$ cat config.mk
export PLATFORM = sky130hd
export DESIGN_NAME = mfgp_fifo
export DESIGN_NICKNAME = d
export VERILOG_FILES = /design/src/rtl/mfgp_pkg.sv /design/src/rtl/mfgp_fifo.sv
export SDC_FILE = /design/constraint.sdc
export NUM_CORES = 1
export LEC_CHECK = 0
export ABC_AREA = 1
export BUFFER_PORTS_ARGS = -buffer_cell sky130_fd_sc_hd__buf_2
export CAP_MARGIN = 25
export CORE_UTILIZATION = 39
export DETAILED_ROUTE_END_ITERATION = 10
export SLEW_MARGIN = 10
export SYNTH_ARGS = -nofsm -noshare
export SYNTH_HDL_FRONTEND = slang
export SYNTH_SLANG_ARGS = --single-unit
$ cat constraint.sdc
create_clock -name i_clk -period 4.6 [get_ports i_clk]
set_clock_uncertainty 0.15 [all_clocks]
set_input_delay 0.69 -clock i_clk [delete_from_list [all_inputs] [get_ports i_clk]]
set_output_delay 0.69 -clock i_clk [all_outputs]
set_load 0.01 [all_outputs]
$ cat src/rtl/mfgp_pkg.sv
`timescale 1ns / 1ps
// ----------------------------------------------------------------------------
// mfgp_pkg
// Shared types, geometry constants and the 4x5 font for the glyph plotter.
// ----------------------------------------------------------------------------
package mfgp_pkg;

    // panel geometry, folded layout
    localparam int FOLDED_ROWS   = 32;
    localparam int WORDS_PER_ROW = 16;
    localparam int STORE_DEPTH   = FOLDED_ROWS * WORDS_PER_ROW;
    localparam int SCREEN_W      = 8 * WORDS_PER_ROW;
    localparam int SCREEN_H      = 2 * FOLDED_ROWS;
    localparam int ADDR_W        = $clog2(STORE_DEPTH);

    localparam int GLYPH_COUNT   = 13;
    localparam int GLYPH_ROWS    = 5;
    localparam int GLYPH_W_MAX   = 5;

    localparam int QUEUE_DEPTH   = 4;

    // five row nibbles per glyph, top row in the high nibble
    localparam logic [19:0] FONT [GLYPH_COUNT] = '{
        20'h69996, 20'h26227, 20'h6924F, 20'h69296, 20'h26AF2,
        20'hE8E1E, 20'h68E96, 20'hF1244, 20'h69696, 20'h69716,
        20'h00001, 20'h01010, 20'h00000
    };
    localparam logic [2:0] FONT_W [GLYPH_COUNT] = '{
        3'd5, 3'd5, 3'd5, 3'd5, 3'd5, 3'd5, 3'd5, 3'd5, 3'd5, 3'd5,
        3'd2, 3'd2, 3'd5
    };

    typedef enum logic [1:0] {
        ACT_PLOT  = 2'd0,
        ACT_GLYPH = 2'd1,
        ACT_CLEAR = 2'd2,
        ACT_READ  = 2'd3
    } t_action;

    typedef struct packed {
        t_action    action;
        logic [6:0] pos_x;
        logic [5:0] pos_y;
        logic       pixel_on;
        logic [3:0] glyph_code;
        logic [4:0] read_row;
        logic [3:0] read_column;
    } t_in;

    typedef struct packed {
        logic [15:0] rd_word;
        logic [7:0]  next_x;
        logic        bad_glyph;
    } t_out;

    // work for the back end
    typedef enum logic [1:0] {
        K_WRITE = 2'd0,
        K_READ  = 2'd1,
        K_CLEAR = 2'd2,
        K_NOTE  = 2'd3
    } t_kind;

    typedef struct packed {
        t_kind             kind;
        logic [ADDR_W-1:0] addr;
        logic [15:0]       mask;
        logic              set;
        logic              last;
        logic [7:0]        next_x;
        logic              bad;
    } t_cmd;

    typedef struct packed {
        logic full;
        logic empty;
    } t_qstat;

    function automatic logic glyph_ok(input logic [3:0] code);
        return 5'(code) < 5'(GLYPH_COUNT);
    endfunction

    function automatic logic [2:0] glyph_width(input logic [3:0] code);
        return glyph_ok(code) ? FONT_W[code] : 3'd0;
    endfunction

    function automatic logic [3:0] font_row(input logic [3:0] code, input logic [2:0] row);
        logic [19:0] g;
        g = glyph_ok(code) ? FONT[code] : 20'h00000;
        case (row)
            3'd0:    return g[19:16];
            3'd1:    return g[15:12];
            3'd2:    return g[11:8];
            3'd3:    return g[7:4];
            default: return g[3:0];
        endcase
    endfunction

endpackage

$ cat src/rtl/mfgp_fifo.sv
`timescale 1ns / 1ps
// ----------------------------------------------------------------------------
// mfgp_fifo
// Short command queue between the front end and the back end.
// ----------------------------------------------------------------------------
module mfgp_fifo (
    input  logic            i_clk,
    input  logic            i_rst_n,
    input  logic            i_push,
    input  mfgp_pkg::t_cmd  i_cmd,
    input  logic            i_pop,
    output mfgp_pkg::t_cmd  o_head,
    output mfgp_pkg::t_qstat o_qstat
);
    import mfgp_pkg::*;

    localparam int PTR_W = $clog2(QUEUE_DEPTH);
    localparam int CNT_W = $clog2(QUEUE_DEPTH + 1);

    t_cmd             r_mem [QUEUE_DEPTH];
    logic [PTR_W-1:0] r_wptr, n_wptr;
    logic [PTR_W-1:0] r_rptr, n_rptr;
    logic [CNT_W-1:0] r_count, n_count;

    function automatic logic [PTR_W-1:0] bump(input logic [PTR_W-1:0] p);
        return (p == PTR_W'(QUEUE_DEPTH - 1)) ? '0 : p + PTR_W'(1);
    endfunction

    always_comb begin
        n_wptr  = i_push ? bump(r_wptr) : r_wptr;
        n_rptr  = i_pop  ? bump(r_rptr) : r_rptr;
        n_count = r_count;
        if (i_push && !i_pop) begin
            n_count = r_count + CNT_W'(1);
        end else if (i_pop && !i_push) begin
            n_count = r_count - CNT_W'(1);
        end
    end

    always_ff @(posedge i_clk) begin
        if (!i_rst_n) begin
            r_wptr  <= '0;
            r_rptr  <= '0;
            r_count <= '0;
        end else begin
            r_wptr  <= n_wptr;
            r_rptr  <= n_rptr;
            r_count <= n_count;
        end
    end

    always_ff @(posedge i_clk) begin
        if (i_push) begin
            r_mem[r_wptr] <= i_cmd;
        end
    end

    assign o_head        = r_mem[r_rptr];
    assign o_qstat.full  = (r_count == CNT_W'(QUEUE_DEPTH));
    assign o_qstat.empty = (r_count == '0);

endmodule

==> flow_summary_export.csv <==
group,metric,value,unit
run_status,outcome,"finished clean",
worst_setup_path,r2r_cells,4,
grt,use_met2,25.6,%
sta,drv_slew,0,
sta,clock.fmax,0.310,GHz
sta,fin_crit_sh,70.1,%
run,maxCapViolations,0,
pwr,total_leakage_power,2.59,nW
layout,drive_gt1_share,23.3,%
drt,drt_wl_total,11900,microns
worst_setup_path,r2r-start,"r_wptr[0]$_SDFFE_PN0P_",
clocking,cts-htree-levels,4,
clocking,insertion_delay,0.41,ns
yosys,yosysWarnings,0,
clocking,cts_buffers,17,
place,place_congestion,0.672,
die,coreArea,15300,sq um
clocking,clock-sinks,161,
grt,grt_pass1_vias,3528,
yosys,synth.net_count,476,
min_path,holdPathStages,1,
drt,drc,0,
layout,area_growth,18.4,%
worst_setup_path,crit_arrival,2.39,ns
sta,final_hold_viol_count,0,
grt,antenna_found_initial,1,
clocking,postCtsHoldBufs,0,
worst_setup_path,r2r_setup_slack,2.70,ns
yosys,syn_area,6110,sq um
sta,rsz0062_at_grt,"no",
worst_setup_path,crit_required,3.76,ns
sta,setup_viol,0,
worst_setup_path,worst-setup-path-type,"reg -> out",
min_path,hp-start,"i_cmd[13]",
worst_setup_path,cp_top_family,"buffers and inverters",
grt,busiest_layer,"met2",
clocking,postCtsSetupBuffers,0,
worst_setup_path,cp_cell_sequence,"inv_2, buf_4, o21ai_0, o22ai_1, buf_2",
clocking,clock_path_buffers,2,
drt,via_per_inst,4.94,
sta,setup_tns,0,ns
drt,firstDrtPassIters,4,
yosys,synthDistinctLibCells,22,
worst_setup_path,critPathLaunchType,"flop",
worst_setup_path,worst_path_largest_cell_delay,0.59,ns
pwr,ir_drop,290,uV
yosys,ys_ff_latch,161,
clocking,cts_resized,0,
grt,grt_usage,15.8,%
yosys,seq_area_frac_synth,77.7,%
worst_setup_path,critPathBufInv,3,
drt,drt_iter0_drc,236,
clocking,path_clk_slew,0.06,ns
drt,wl_per_cell,16.3,microns
drt,detail-route-antenna-nets,0,
die,die_w,127,microns
die,die-area,16200,sq um
worst_setup_path,cp-end-kind,"output pin",
sta,fin_crit,3.23,ns
grt,overflow,0,
sta,worst_pin_slew,0.967,ns
die,num_rows,45,
worst_setup_path,cp_slowest_cell,"inv_2",
place,preCtsSetupSlack,1.78,ns
sta,relSlewSlack,35.5,%
grt,grtUsageMet3,5.53,%
grt,grt_pass1_wl,18800,microns
drt,vias,3614,
yosys,syn_inst,427,
min_path,min_to,"r_mem[3][13]$_DFFE_PP_",
clocking,cts_tree,"built",
sta,layout_setup_ws,1.37,ns
clocking,root_buffer,"clkbuf_16",
worst_setup_path,cp_max_fo,49,
grt,gr-usage-met1,19.8,%
grt,grt_max_degree,77,
die,ios,82,
pwr,power_per_cell_area,464,nW/um^2
min_path,hp-class,"in -> reg",
die,die_h,127,microns
pwr,total_power,3.36,mW
die,start_util,40.0,%
layout,fin_util,47.4,%
place,portBuffers,81,
place,hpwl,6550,microns
worst_setup_path,r2r_end,"r_mem[2][14]$_DFFE_PP_",
layout,nets,555,
yosys,synth_area_per_cell,14.3,sq um
-- layout make-up --
class | count | area (sq um)
Inverter | 16 | 60.1
Fill cell | 1343 | 8030
Tap cell | 211 | 264
Sequential cell | 161 | 4750
Clock buffer | 26 | 553
Clock inverter | 6 | 36.3
Timing Repair Buffer | 84 | 440
Multi-Input combinational cell | 226 | 1130
Antenna cell | 1 | 2.50
-- worst reg2reg max path, cell delays in order (launching register included) --
cell and delay, ns:
dfxtp_1 0.35, inv_1 0.10, ha_1 0.15, nand2_1 0.06
inv_2 0.70
-- stage by stage --
| stage | hold slack, ns | cells | instance area [sq um] |
|---|---|---|---|
| finish | 0.339 | 731 | 7230 |
| global route | 0.318 | 730 | 7230 |
| CTS | 0.322 | 729 | 7210 |
| detailed placement | 0.381 | 697 | 6620 |
| global placement | 0.360 | 697 | 6620 |
| floorplan | 0.340 | 427 | 6110 |
-- cells by family (layout without fill, tap and decap cells) --
| family | count (synthesis) | count (layout) | synth area share [%] |
|---|---|---|---|
| adders and majority gates | 7 | 7 | 1.56 |
| DFF | 161 | 161 | 77.7 |
| and+or+nand+nor | 98 | 98 | 6.17 |
| buffers and inverters | 40 | 132 | 3.85 |
| other | 0 | 1 | 0 |
| xor gates and xnor gates | 1 | 1 | 0.143 |
| AOI/OAI and AO/OA | 120 | 120 | 10.6 |
-- power by group --
part / switching, mW / leakage (nW) / internal [mW] / total (mW)
Combinational: 0.195 / 0.821 / 0.102 / 0.297
Sequential: 0.0268 / 1.47 / 1.67 / 1.70
Clock: 0.529 / 0.298 / 0.832 / 1.36
Total: 0.751 / 2.59 / 2.61 / 3.36
-- sequential cells by signal, indices dropped and copies added, names as in the netlist, named ones only --
register,cells
r_mem,152
r_count,3
r_rptr,2
r_wptr,2
-- per-layer routing --
metal	vias up	share of wire (%)	wire (microns)
met5	-	0	0
met4	0	1.1	135
met3	14	5.6	665
met2	73	48	5720
met1	1787	45	5410
li1	1740	-	-
-- placed cells by master (no fill, tap or decap) --
cell type	n
clkinv_2	1
edfxtp_1	152
a21oi_1	3
ha_1	6
inv_1	10
o21ai_1	7
inv_4	5
o21ai_0	72
clkbuf_1	3
diode_2	1
fa_1	1
buf_4	2
dfxtp_2	2
inv_2	6
o22ai_1	38
dfxtp_1	7
buf_2	81
nor3_1	4
clkbuf_8	3
nand3_1	1
xor2_1	1
nand4_1	1
clkbuf_16	20
nand2_1	8
buf_12	1
nor2_1	84
-- Yosys cell counts --
master,instances,area [sq um]
buf_6,4,45.0
nor2_1,84,315
a21oi_1,3,15.0
o21ai_1,7,35.0
inv_2,2,7.51
nor3_1,4,20.0
nand3_1,1,5.00
clkbuf_1,5,18.8
buf_2,4,20.0
nand4_1,1,6.26
clkbuf_8,3,41.3
o22ai_1,38,238
dfxtp_1,9,180
clkbuf_2,4,20.0
nand2_1,8,30.0
inv_1,14,52.6
fa_1,1,20.0
edfxtp_1,152,4560
o21ai_0,72,360
ha_1,6,75.1
buf_4,4,30.0
xor2_1,1,8.76
-- worst max path at each step --
stage / start / to / slack (ns) / cells after the start
after floorplan: i_push / r_mem[3][0]$_DFFE_PP_ / 2.58 / 2
after global placement: flop / o_head[22] / 1.84 / 4
after detailed placement: flop / o_head[22] / 1.78 / 4
after CTS: flop / o_head[22] / 1.32 / 4
after global routing: flop / o_head[22] / 1.18 / 5
final: flop / o_head[22] / 1.37 / 5
No activity file was read; power rests on OpenSTA's default activity.
