## config.mk

```make
export PLATFORM = sky130hd
export DESIGN_NAME = mfgp_front
export DESIGN_NICKNAME = d
export VERILOG_FILES = /design/src/rtl/mfgp_pkg.sv /design/src/rtl/mfgp_front.sv
export SDC_FILE = /design/constraint.sdc
export NUM_CORES = 1
export LEC_CHECK = 0
export BUFFER_PORTS_ARGS = -buffer_cell sky130_fd_sc_hd__buf_2
export CAP_MARGIN = 20
export CELL_PAD_IN_SITES_DETAIL_PLACEMENT = 0
export CELL_PAD_IN_SITES_GLOBAL_PLACEMENT = 1
export CORE_ASPECT_RATIO = 1.5
export CORE_MARGIN = 3
export CORE_UTILIZATION = 44
export DETAILED_ROUTE_END_ITERATION = 6
export GPL_ROUTABILITY_DRIVEN = 0
export PLACE_DENSITY_LB_ADDON = 0.3
export SETUP_SLACK_MARGIN = 0.02
export SLEW_MARGIN = 30
export SYNTH_ARGS = -nofsm -noshare
export SYNTH_HDL_FRONTEND = slang
export SYNTH_SLANG_ARGS = --single-unit
```

## constraint.sdc

```tcl
create_clock -name i_clk -period 8.6 [get_ports i_clk]
set_input_delay 0.86 -clock i_clk [delete_from_list [all_inputs] [get_ports i_clk]]
set_output_delay 0.86 -clock i_clk [all_outputs]
set_load 0.02 [all_outputs]
```

## src/rtl/mfgp_pkg.sv

```systemverilog
`timescale 1ns / 1ps
// ----------------------------------------------------------------------------
// mfgp_pkg
// Shared types, geometry constants and the 4x5 font for the glyph plotter.
// ----------------------------------------------------------------------------
package mfgp_pkg;

    // panel geometry, folded layout
    localparam int FOLDED_ROWS   = 32;
    localparam int WORDS_PER_ROW = 16;
    localparam int STORE_DEPTH   = FOLDED_ROWS * WORDS_PER_ROW;
    localparam int SCREEN_W      = 8 * WORDS_PER_ROW;
    localparam int SCREEN_H      = 2 * FOLDED_ROWS;
    localparam int ADDR_W        = $clog2(STORE_DEPTH);

    localparam int GLYPH_COUNT   = 13;
    localparam int GLYPH_ROWS    = 5;
    localparam int GLYPH_W_MAX   = 5;

    localparam int QUEUE_DEPTH   = 4;

    // five row nibbles per glyph, top row in the high nibble
    localparam logic [19:0] FONT [GLYPH_COUNT] = '{
        20'h69996, 20'h26227, 20'h6924F, 20'h69296, 20'h26AF2,
        20'hE8E1E, 20'h68E96, 20'hF1244, 20'h69696, 20'h69716,
        20'h00001, 20'h01010, 20'h00000
    };
    localparam logic [2:0] FONT_W [GLYPH_COUNT] = '{
        3'd5, 3'd5, 3'd5, 3'd5, 3'd5, 3'd5, 3'd5, 3'd5, 3'd5, 3'd5,
        3'd2, 3'd2, 3'd5
    };

    typedef enum logic [1:0] {
        ACT_PLOT  = 2'd0,
        ACT_GLYPH = 2'd1,
        ACT_CLEAR = 2'd2,
        ACT_READ  = 2'd3
    } t_action;

    typedef struct packed {
        t_action    action;
        logic [6:0] pos_x;
        logic [5:0] pos_y;
        logic       pixel_on;
        logic [3:0] glyph_code;
        logic [4:0] read_row;
        logic [3:0] read_column;
    } t_in;

    typedef struct packed {
        logic [15:0] rd_word;
        logic [7:0]  next_x;
        logic        bad_glyph;
    } t_out;

    // work for the back end
    typedef enum logic [1:0] {
        K_WRITE = 2'd0,
        K_READ  = 2'd1,
        K_CLEAR = 2'd2,
        K_NOTE  = 2'd3
    } t_kind;

    typedef struct packed {
        t_kind             kind;
        logic [ADDR_W-1:0] addr;
        logic [15:0]       mask;
        logic              set;
        logic              last;
        logic [7:0]        next_x;
        logic              bad;
    } t_cmd;

    typedef struct packed {
        logic full;
        logic empty;
    } t_qstat;

    function automatic logic glyph_ok(input logic [3:0] code);
        return 5'(code) < 5'(GLYPH_COUNT);
    endfunction

    function automatic logic [2:0] glyph_width(input logic [3:0] code);
        return glyph_ok(code) ? FONT_W[code] : 3'd0;
    endfunction

    function automatic logic [3:0] font_row(input logic [3:0] code, input logic [2:0] row);
        logic [19:0] g;
        g = glyph_ok(code) ? FONT[code] : 20'h00000;
        case (row)
            3'd0:    return g[19:16];
            3'd1:    return g[15:12];
            3'd2:    return g[11:8];
            3'd3:    return g[7:4];
            default: return g[3:0];
        endcase
    endfunction

endpackage

```

## src/rtl/mfgp_front.sv

```systemverilog
`timescale 1ns / 1ps
// ----------------------------------------------------------------------------
// mfgp_front
// Accepts beats, classifies them and expands glyphs into word commands.
// ----------------------------------------------------------------------------
module mfgp_front (
    input  logic             i_clk,
    input  logic             i_rst_n,
    input  logic             i_in_valid,
    output logic             o_in_stall,
    input  mfgp_pkg::t_in    i_in,
    input  logic             i_ready,
    input  mfgp_pkg::t_qstat i_qstat,
    output logic             o_push,
    output mfgp_pkg::t_cmd   o_cmd
);
    import mfgp_pkg::*;

    typedef enum logic [1:0] {
        F_IDLE  = 2'b01,
        F_GLYPH = 2'b10
    } t_fstate;

    t_fstate    r_state, n_state;
    logic [6:0] r_gx, n_gx;
    logic [5:0] r_gy, n_gy;
    logic [3:0] r_code, n_code;
    logic [2:0] r_row, n_row;
    logic       r_half, n_half;

    logic        accept;
    logic        step_last;
    logic [4:0]  left5;
    logic [31:0] window;
    logic [7:0]  w_col;
    logic [7:0]  w_y;
    logic [15:0] w_raw;
    logic [15:0] w_mask;
    logic        w_fold;
    logic [7:0]  w_frow;
    logic [7:0]  w_wcol;
    logic [15:0] w_idx;
    logic        loc_ok;
    logic [15:0] rd_idx;
    logic        rd_ok;

    assign o_in_stall = (r_state != F_IDLE) || i_qstat.full || !i_ready;
    assign accept     = i_in_valid && !o_in_stall;
    assign step_last  = (r_row == 3'(GLYPH_ROWS - 1)) && r_half;

    // glyph row left-aligned in a five-pixel span, then placed over two words
    assign left5  = 5'(font_row(r_code, r_row)) << 3'(GLYPH_W_MAX - 32'(glyph_width(r_code)));
    assign window = {left5, 27'd0} >> r_gx[3:0];

    always_comb begin
        if (r_state == F_GLYPH) begin
            w_col = 8'(r_gx[6:4]) + 8'(r_half);
            w_y   = 8'(r_gy) + 8'(r_row);
            w_raw = r_half ? window[15:0] : window[31:16];
        end else begin
            w_col = 8'(i_in.pos_x[6:4]);
            w_y   = 8'(i_in.pos_y);
            w_raw = 16'h8000 >> i_in.pos_x[3:0];
        end
        // drop pixels past the right edge
        for (int b = 0; b < 16; b++) begin
            w_mask[b] = w_raw[b] && (({w_col, 4'd0} + 12'(15 - b)) < 12'(SCREEN_W));
        end
        w_fold = w_y >= 8'(FOLDED_ROWS);
        w_frow = w_fold ? w_y - 8'(FOLDED_ROWS) : w_y;
        w_wcol = w_fold ? w_col + 8'(WORDS_PER_ROW / 2) : w_col;
        w_idx  = 16'(w_frow) * 16'(WORDS_PER_ROW) + 16'(w_wcol);
        loc_ok = (w_y < 8'(SCREEN_H)) && (w_idx < 16'(STORE_DEPTH)) && (|w_mask);
    end

    assign rd_idx = 16'(i_in.read_row) * 16'(WORDS_PER_ROW) + 16'(i_in.read_column);
    assign rd_ok  = (16'(i_in.read_row) < 16'(FOLDED_ROWS))
                 && (16'(i_in.read_column) < 16'(WORDS_PER_ROW));

    always_comb begin
        o_cmd.kind   = loc_ok ? K_WRITE : K_NOTE;
        o_cmd.addr   = w_idx[ADDR_W-1:0];
        o_cmd.mask   = w_mask;
        o_cmd.set    = 1'b1;
        o_cmd.last   = 1'b1;
        o_cmd.next_x = 8'(i_in.pos_x);
        o_cmd.bad    = 1'b0;
        o_push       = 1'b0;
        n_state      = r_state;
        n_gx         = r_gx;
        n_gy         = r_gy;
        n_code       = r_code;
        n_row        = r_row;
        n_half       = r_half;
        case (r_state)
            F_IDLE: begin
                case (i_in.action)
                    ACT_PLOT: begin
                        o_cmd.set = i_in.pixel_on;
                        o_push    = accept;
                    end
                    ACT_GLYPH: begin
                        o_cmd.kind = K_NOTE;
                        o_cmd.bad  = 1'b1;
                        if (accept) begin
                            if (glyph_ok(i_in.glyph_code)) begin
                                n_state = F_GLYPH;
                                n_gx    = i_in.pos_x;
                                n_gy    = i_in.pos_y;
                                n_code  = i_in.glyph_code;
                                n_row   = '0;
                                n_half  = 1'b0;
                            end else begin
                                o_push = 1'b1;
                            end
                        end
                    end
                    ACT_CLEAR: begin
                        o_cmd.kind = K_CLEAR;
                        o_push     = accept;
                    end
                    default: begin
                        o_cmd.kind = rd_ok ? K_READ : K_NOTE;
                        o_cmd.addr = rd_idx[ADDR_W-1:0];
                        o_push     = accept;
                    end
                endcase
            end
            F_GLYPH: begin
                o_cmd.last   = step_last;
                o_cmd.next_x = 8'(r_gx) + 8'(glyph_width(r_code));
                if (!i_qstat.full) begin
                    // words with nothing to draw are skipped, the final step always goes
                    o_push = loc_ok || step_last;
                    if (step_last) begin
                        n_state = F_IDLE;
                    end else if (r_half) begin
                        n_half = 1'b0;
                        n_row  = r_row + 3'd1;
                    end else begin
                        n_half = 1'b1;
                    end
                end
            end
            default: begin
                n_state = F_IDLE;
            end
        endcase
    end

    always_ff @(posedge i_clk) begin
        if (!i_rst_n) begin
            r_state <= F_IDLE;
            r_row   <= '0;
            r_half  <= 1'b0;
        end else begin
            r_state <= n_state;
            r_row   <= n_row;
            r_half  <= n_half;
        end
    end

    always_ff @(posedge i_clk) begin
        r_gx   <= n_gx;
        r_gy   <= n_gy;
        r_code <= n_code;
    end

endmodule

```

==> impl_metrics.json <==
{
  "wl_per_cell_um": 16.5,
  "worstSetupStartpointType": "flip-flop",
  "num_antenna_cells": 0,
  "synth_top_area_share": 0.156,
  "die-height_um": 112,
  "seq_area_frac_synth": 0.193,
  "grt_antenna_before_repair": 0,
  "period_share": 0.535,
  "vias": 3270,
  "boundaryPins": 75,
  "p_leak_nw": 1.54,
  "synth_top_cells_by_count": "nor2_1 (36), nand2_1 (35), ha_1 (29)",
  "synth_nets": 467,
  "ctsResizeCount": 0,
  "path_cells": "inv_1 > ha_1 > and2_0 > o311a_1 > o311ai_4 > a31oi_2 > a32oi_1 > o211a_1 > nor4b_1 > nand3_1 > a21o_1 > buf_2",
  "pwr_density_cell_mw_per_mm2": 72.2,
  "reg2reg_from": "r_state[0]$_SDFFE_PN1P_",
  "worstMarginPinSlew_ns": 0.832,
  "fin_crit_ns": 4.60,
  "p_clk_frac": 0.269,
  "critical_path_class": "flip-flop to primary output",
  "yosys_register_bits": 23,
  "pre_cts_ws_ns": 4.38,
  "first_iter_violations": 263,
  "grt_start_max_net_pins": 38,
  "post-dp-hpwl_um": 7250,
  "combPwrFrac": 0.270,
  "tritoncts.num_buffers": 3,
  "ys_warn_count": 0,
  "slowest_stage": "edfxtp_1",
  "setup_violations": 0,
  "end_kind": "primary output",
  "r2r_cells": 9,
  "crit_cells": 12,
  "power_switching_uw": 83.2,
  "final_hold_viol_count": 0,
  "ir_worst_vdd_uv": 84.6,
  "whs_ns": 0.486,
  "rows": 37,
  "required_ns": 7.74,
  "post_synth_num_cell_types": 74,
  "synth.area.top_cells": "edfxtp_1 (16%), ha_1 (11%), nor2_1 (4.1%), nand2_1 (4.0%), dfxtp_1 (3.7%)",
  "nFillCells": 707,
  "postCtsHoldBufs": 0,
  "postRouteAntennaNets": 0,
  "finalNetCount": 525,
  "core_sq_mm": 0.00704,
  "cts_sinks": 23,
  "portBuffers": 73,
  "rsz0062_at_grt": "no",
  "avgSynthCellArea_sq_um": 8.16,
  "dieArea_sq_mm": 0.00853,
  "grt.total_usage": 0.217,
  "netlist_instances": 401,
  "final-seq-area_sq_um": 631,
  "critPathMaxFanout": 8,
  "cp_top_family": "compound AO/OA/AOI/OAI gates",
  "vias_per_cell": 5.89,
  "multi_input_area_sq_mm": 0.00242,
  "synth_ff_type": "edfxtp_1",
  "hold_class": "flip-flop to flip-flop",
  "cp_num_buf_inv": 2,
  "synth-async-reset-ratio": 0,
  "synth_area_leader_cell": "edfxtp_1",
  "drt_wl_total_um": 9140,
  "crit_arrival_ns": 3.74,
  "overflow": 0,
  "fmax_mhz": 217,
  "synth-edff-count": 17,
  "whs_path_depth": 2,
  "finalSetupTns_ns": 0,
  "drc": 0,
  "r2r_end": "r_row[2]$_SDFFE_PN0P_",
  "drive_gt1_frac": 0.231,
  "switching_share": 0.315,
  "clockRootBuffer": "clkbuf_8",
  "dr.pass1.iters": 6,
  "reg2reg_slack_ns": 6.35,
  "crit_start": "r_code[1]$_DFFE_PP_",
  "start_util": 0.465,
  "clockBufferDepth": 2,
  "syn_to_final_growth_pct": 12.0,
  "max_cap_viol_count": 0,
  "path_clk_slew_ns": 0.09,
  "clk_latency_ns": 0.27,
  "status": "finished clean",
  "grt_pass1_vias": 3227,
  "synthesis.area_sq_mm": 0.00327,
  "relSlewSlack": 0.440,
  "die_w_um": 76.4,
  "grt_pass1_wl_um": 15500,
  "slowest_delay_ns": 0.53,
  "fin_ws_ns": 4.00,
  "endpoint": "o_push",
  "internal_power_uw": 181,
  "postCtsSetupRepairBufs": 0,
  "h-tree-depth": 1,
  "seq_power_share": 0.461,
  "yosysMostFrequentCell": "nor2_1",
  "final.setup_skew_ns": 0.00707,
  "drv_slew": 0,
  "cts_tree": "yes"
}
[worst min-delay path by stage]
stage,to,slack (ns),start
final,r_state[1]$_SDFFE_PN0P_,0.49,r_state[1]$_SDFFE_PN0P_
after global routing,r_state[1]$_SDFFE_PN0P_,0.52,r_state[1]$_SDFFE_PN0P_
after CTS,r_state[1]$_SDFFE_PN0P_,0.49,r_state[1]$_SDFFE_PN0P_
after floorplan,r_state[1]$_SDFFE_PN0P_,0.45,r_state[1]$_SDFFE_PN0P_
after detailed placement,r_state[1]$_SDFFE_PN0P_,0.48,r_state[1]$_SDFFE_PN0P_
after global placement,r_state[1]$_SDFFE_PN0P_,0.46,r_state[1]$_SDFFE_PN0P_
[through the flow]
stage	utilization	area [sq um]	total power, mW	instances
3_5_place_dp	0.514	3620	0.196	551
3_3_place_gp	0.514	3620	0.195	551
5_1_grt	0.521	3660	0.278	555
6_report	0.521	3660	0.264	555
2_1_floorplan	-	3270	0.170	401
4_1_cts	0.521	3660	0.266	555
[power groups by stage]
stage | Clock (mW) | Sequential, mW | Combinational (mW)
final | 0.0712 | 0.122 | 0.0714
after global routing | 0.0769 | 0.122 | 0.0791
after CTS | 0.0722 | 0.122 | 0.0718
after detailed placement | 0 | 0.124 | 0.0715
after global placement | 0 | 0.124 | 0.0710
after floorplan | 0 | 0.123 | 0.0470
[area by class of cell]
cell class                 count  area share
multi-input combinational    339       0.661
sequential                    23       0.172
timing repair buffer          74       0.102
tap                           97      0.0331
inverter                      18      0.0184
clock buffer                   3      0.0113
clock inverter                 1     0.00205
[sequential cells by signal, indices dropped and copies added, names as in the netlist]
signal   count
r_code       4
r_gx         7
r_gy         6
r_row        3
r_state      2
r_half       1
[cells by family (layout without fill, tap and decap cells)]
group | count (synthesis) | after routing | share of synthesized area
mux | 19 | 19 | 0.0620
simple gates | 159 | 159 | 0.251
compound gates | 118 | 118 | 0.273
fa+ha+maj | 31 | 31 | 0.123
flops | 23 | 23 | 0.193
buf+inv | 39 | 96 | 0.0665
xor+xnor | 12 | 12 | 0.0321
[cell usage in the layout, fill, tap and decap left out, drive strengths merged, types with 4 or more instances in the layout]
| cell type | synthesis | routed |
|---|---|---|
| nand3 | 18 | 18 |
| buf | 10 | 74 |
| ha | 29 | 29 |
| mux2i | 9 | 9 |
| nand4 | 6 | 6 |
| dfxtp | 6 | 6 |
| o22ai | 5 | 5 |
| nand2b | 11 | 11 |
| xnor2 | 9 | 9 |
| and2 | 5 | 5 |
| nor2 | 36 | 36 |
| nand2 | 35 | 35 |
| a21oi | 23 | 23 |
| a211oi | 5 | 5 |
| inv | 16 | 16 |
| nor4 | 4 | 4 |
| a31oi | 9 | 9 |
| nor2b | 11 | 11 |
| a21o | 8 | 8 |
| nand3b | 5 | 5 |
| edfxtp | 17 | 17 |
| mux2 | 10 | 10 |
| o21ai | 27 | 27 |
| o211ai | 6 | 6 |
| o32ai | 5 | 5 |
| nor3 | 9 | 9 |
[routing by layer]
layer  global-route usage  share of wire
met5                    0              0
met2                0.390           0.50
met4               0.0979          0.033
met3               0.0227          0.051
met1                0.258           0.41
[worst register-to-register path: stages (launching register included)]
cell,delay (ns)
dfxtp_1,0.36
inv_1,0.05
ha_1,0.21
buf_4,0.26
nand4_1,0.15
o211ai_1,0.09
a211oi_1,0.34
nand2_1,0.22
or3_1,0.34
a21boi_0,0.16
Note: power is estimated with default switching activity, not from simulation.
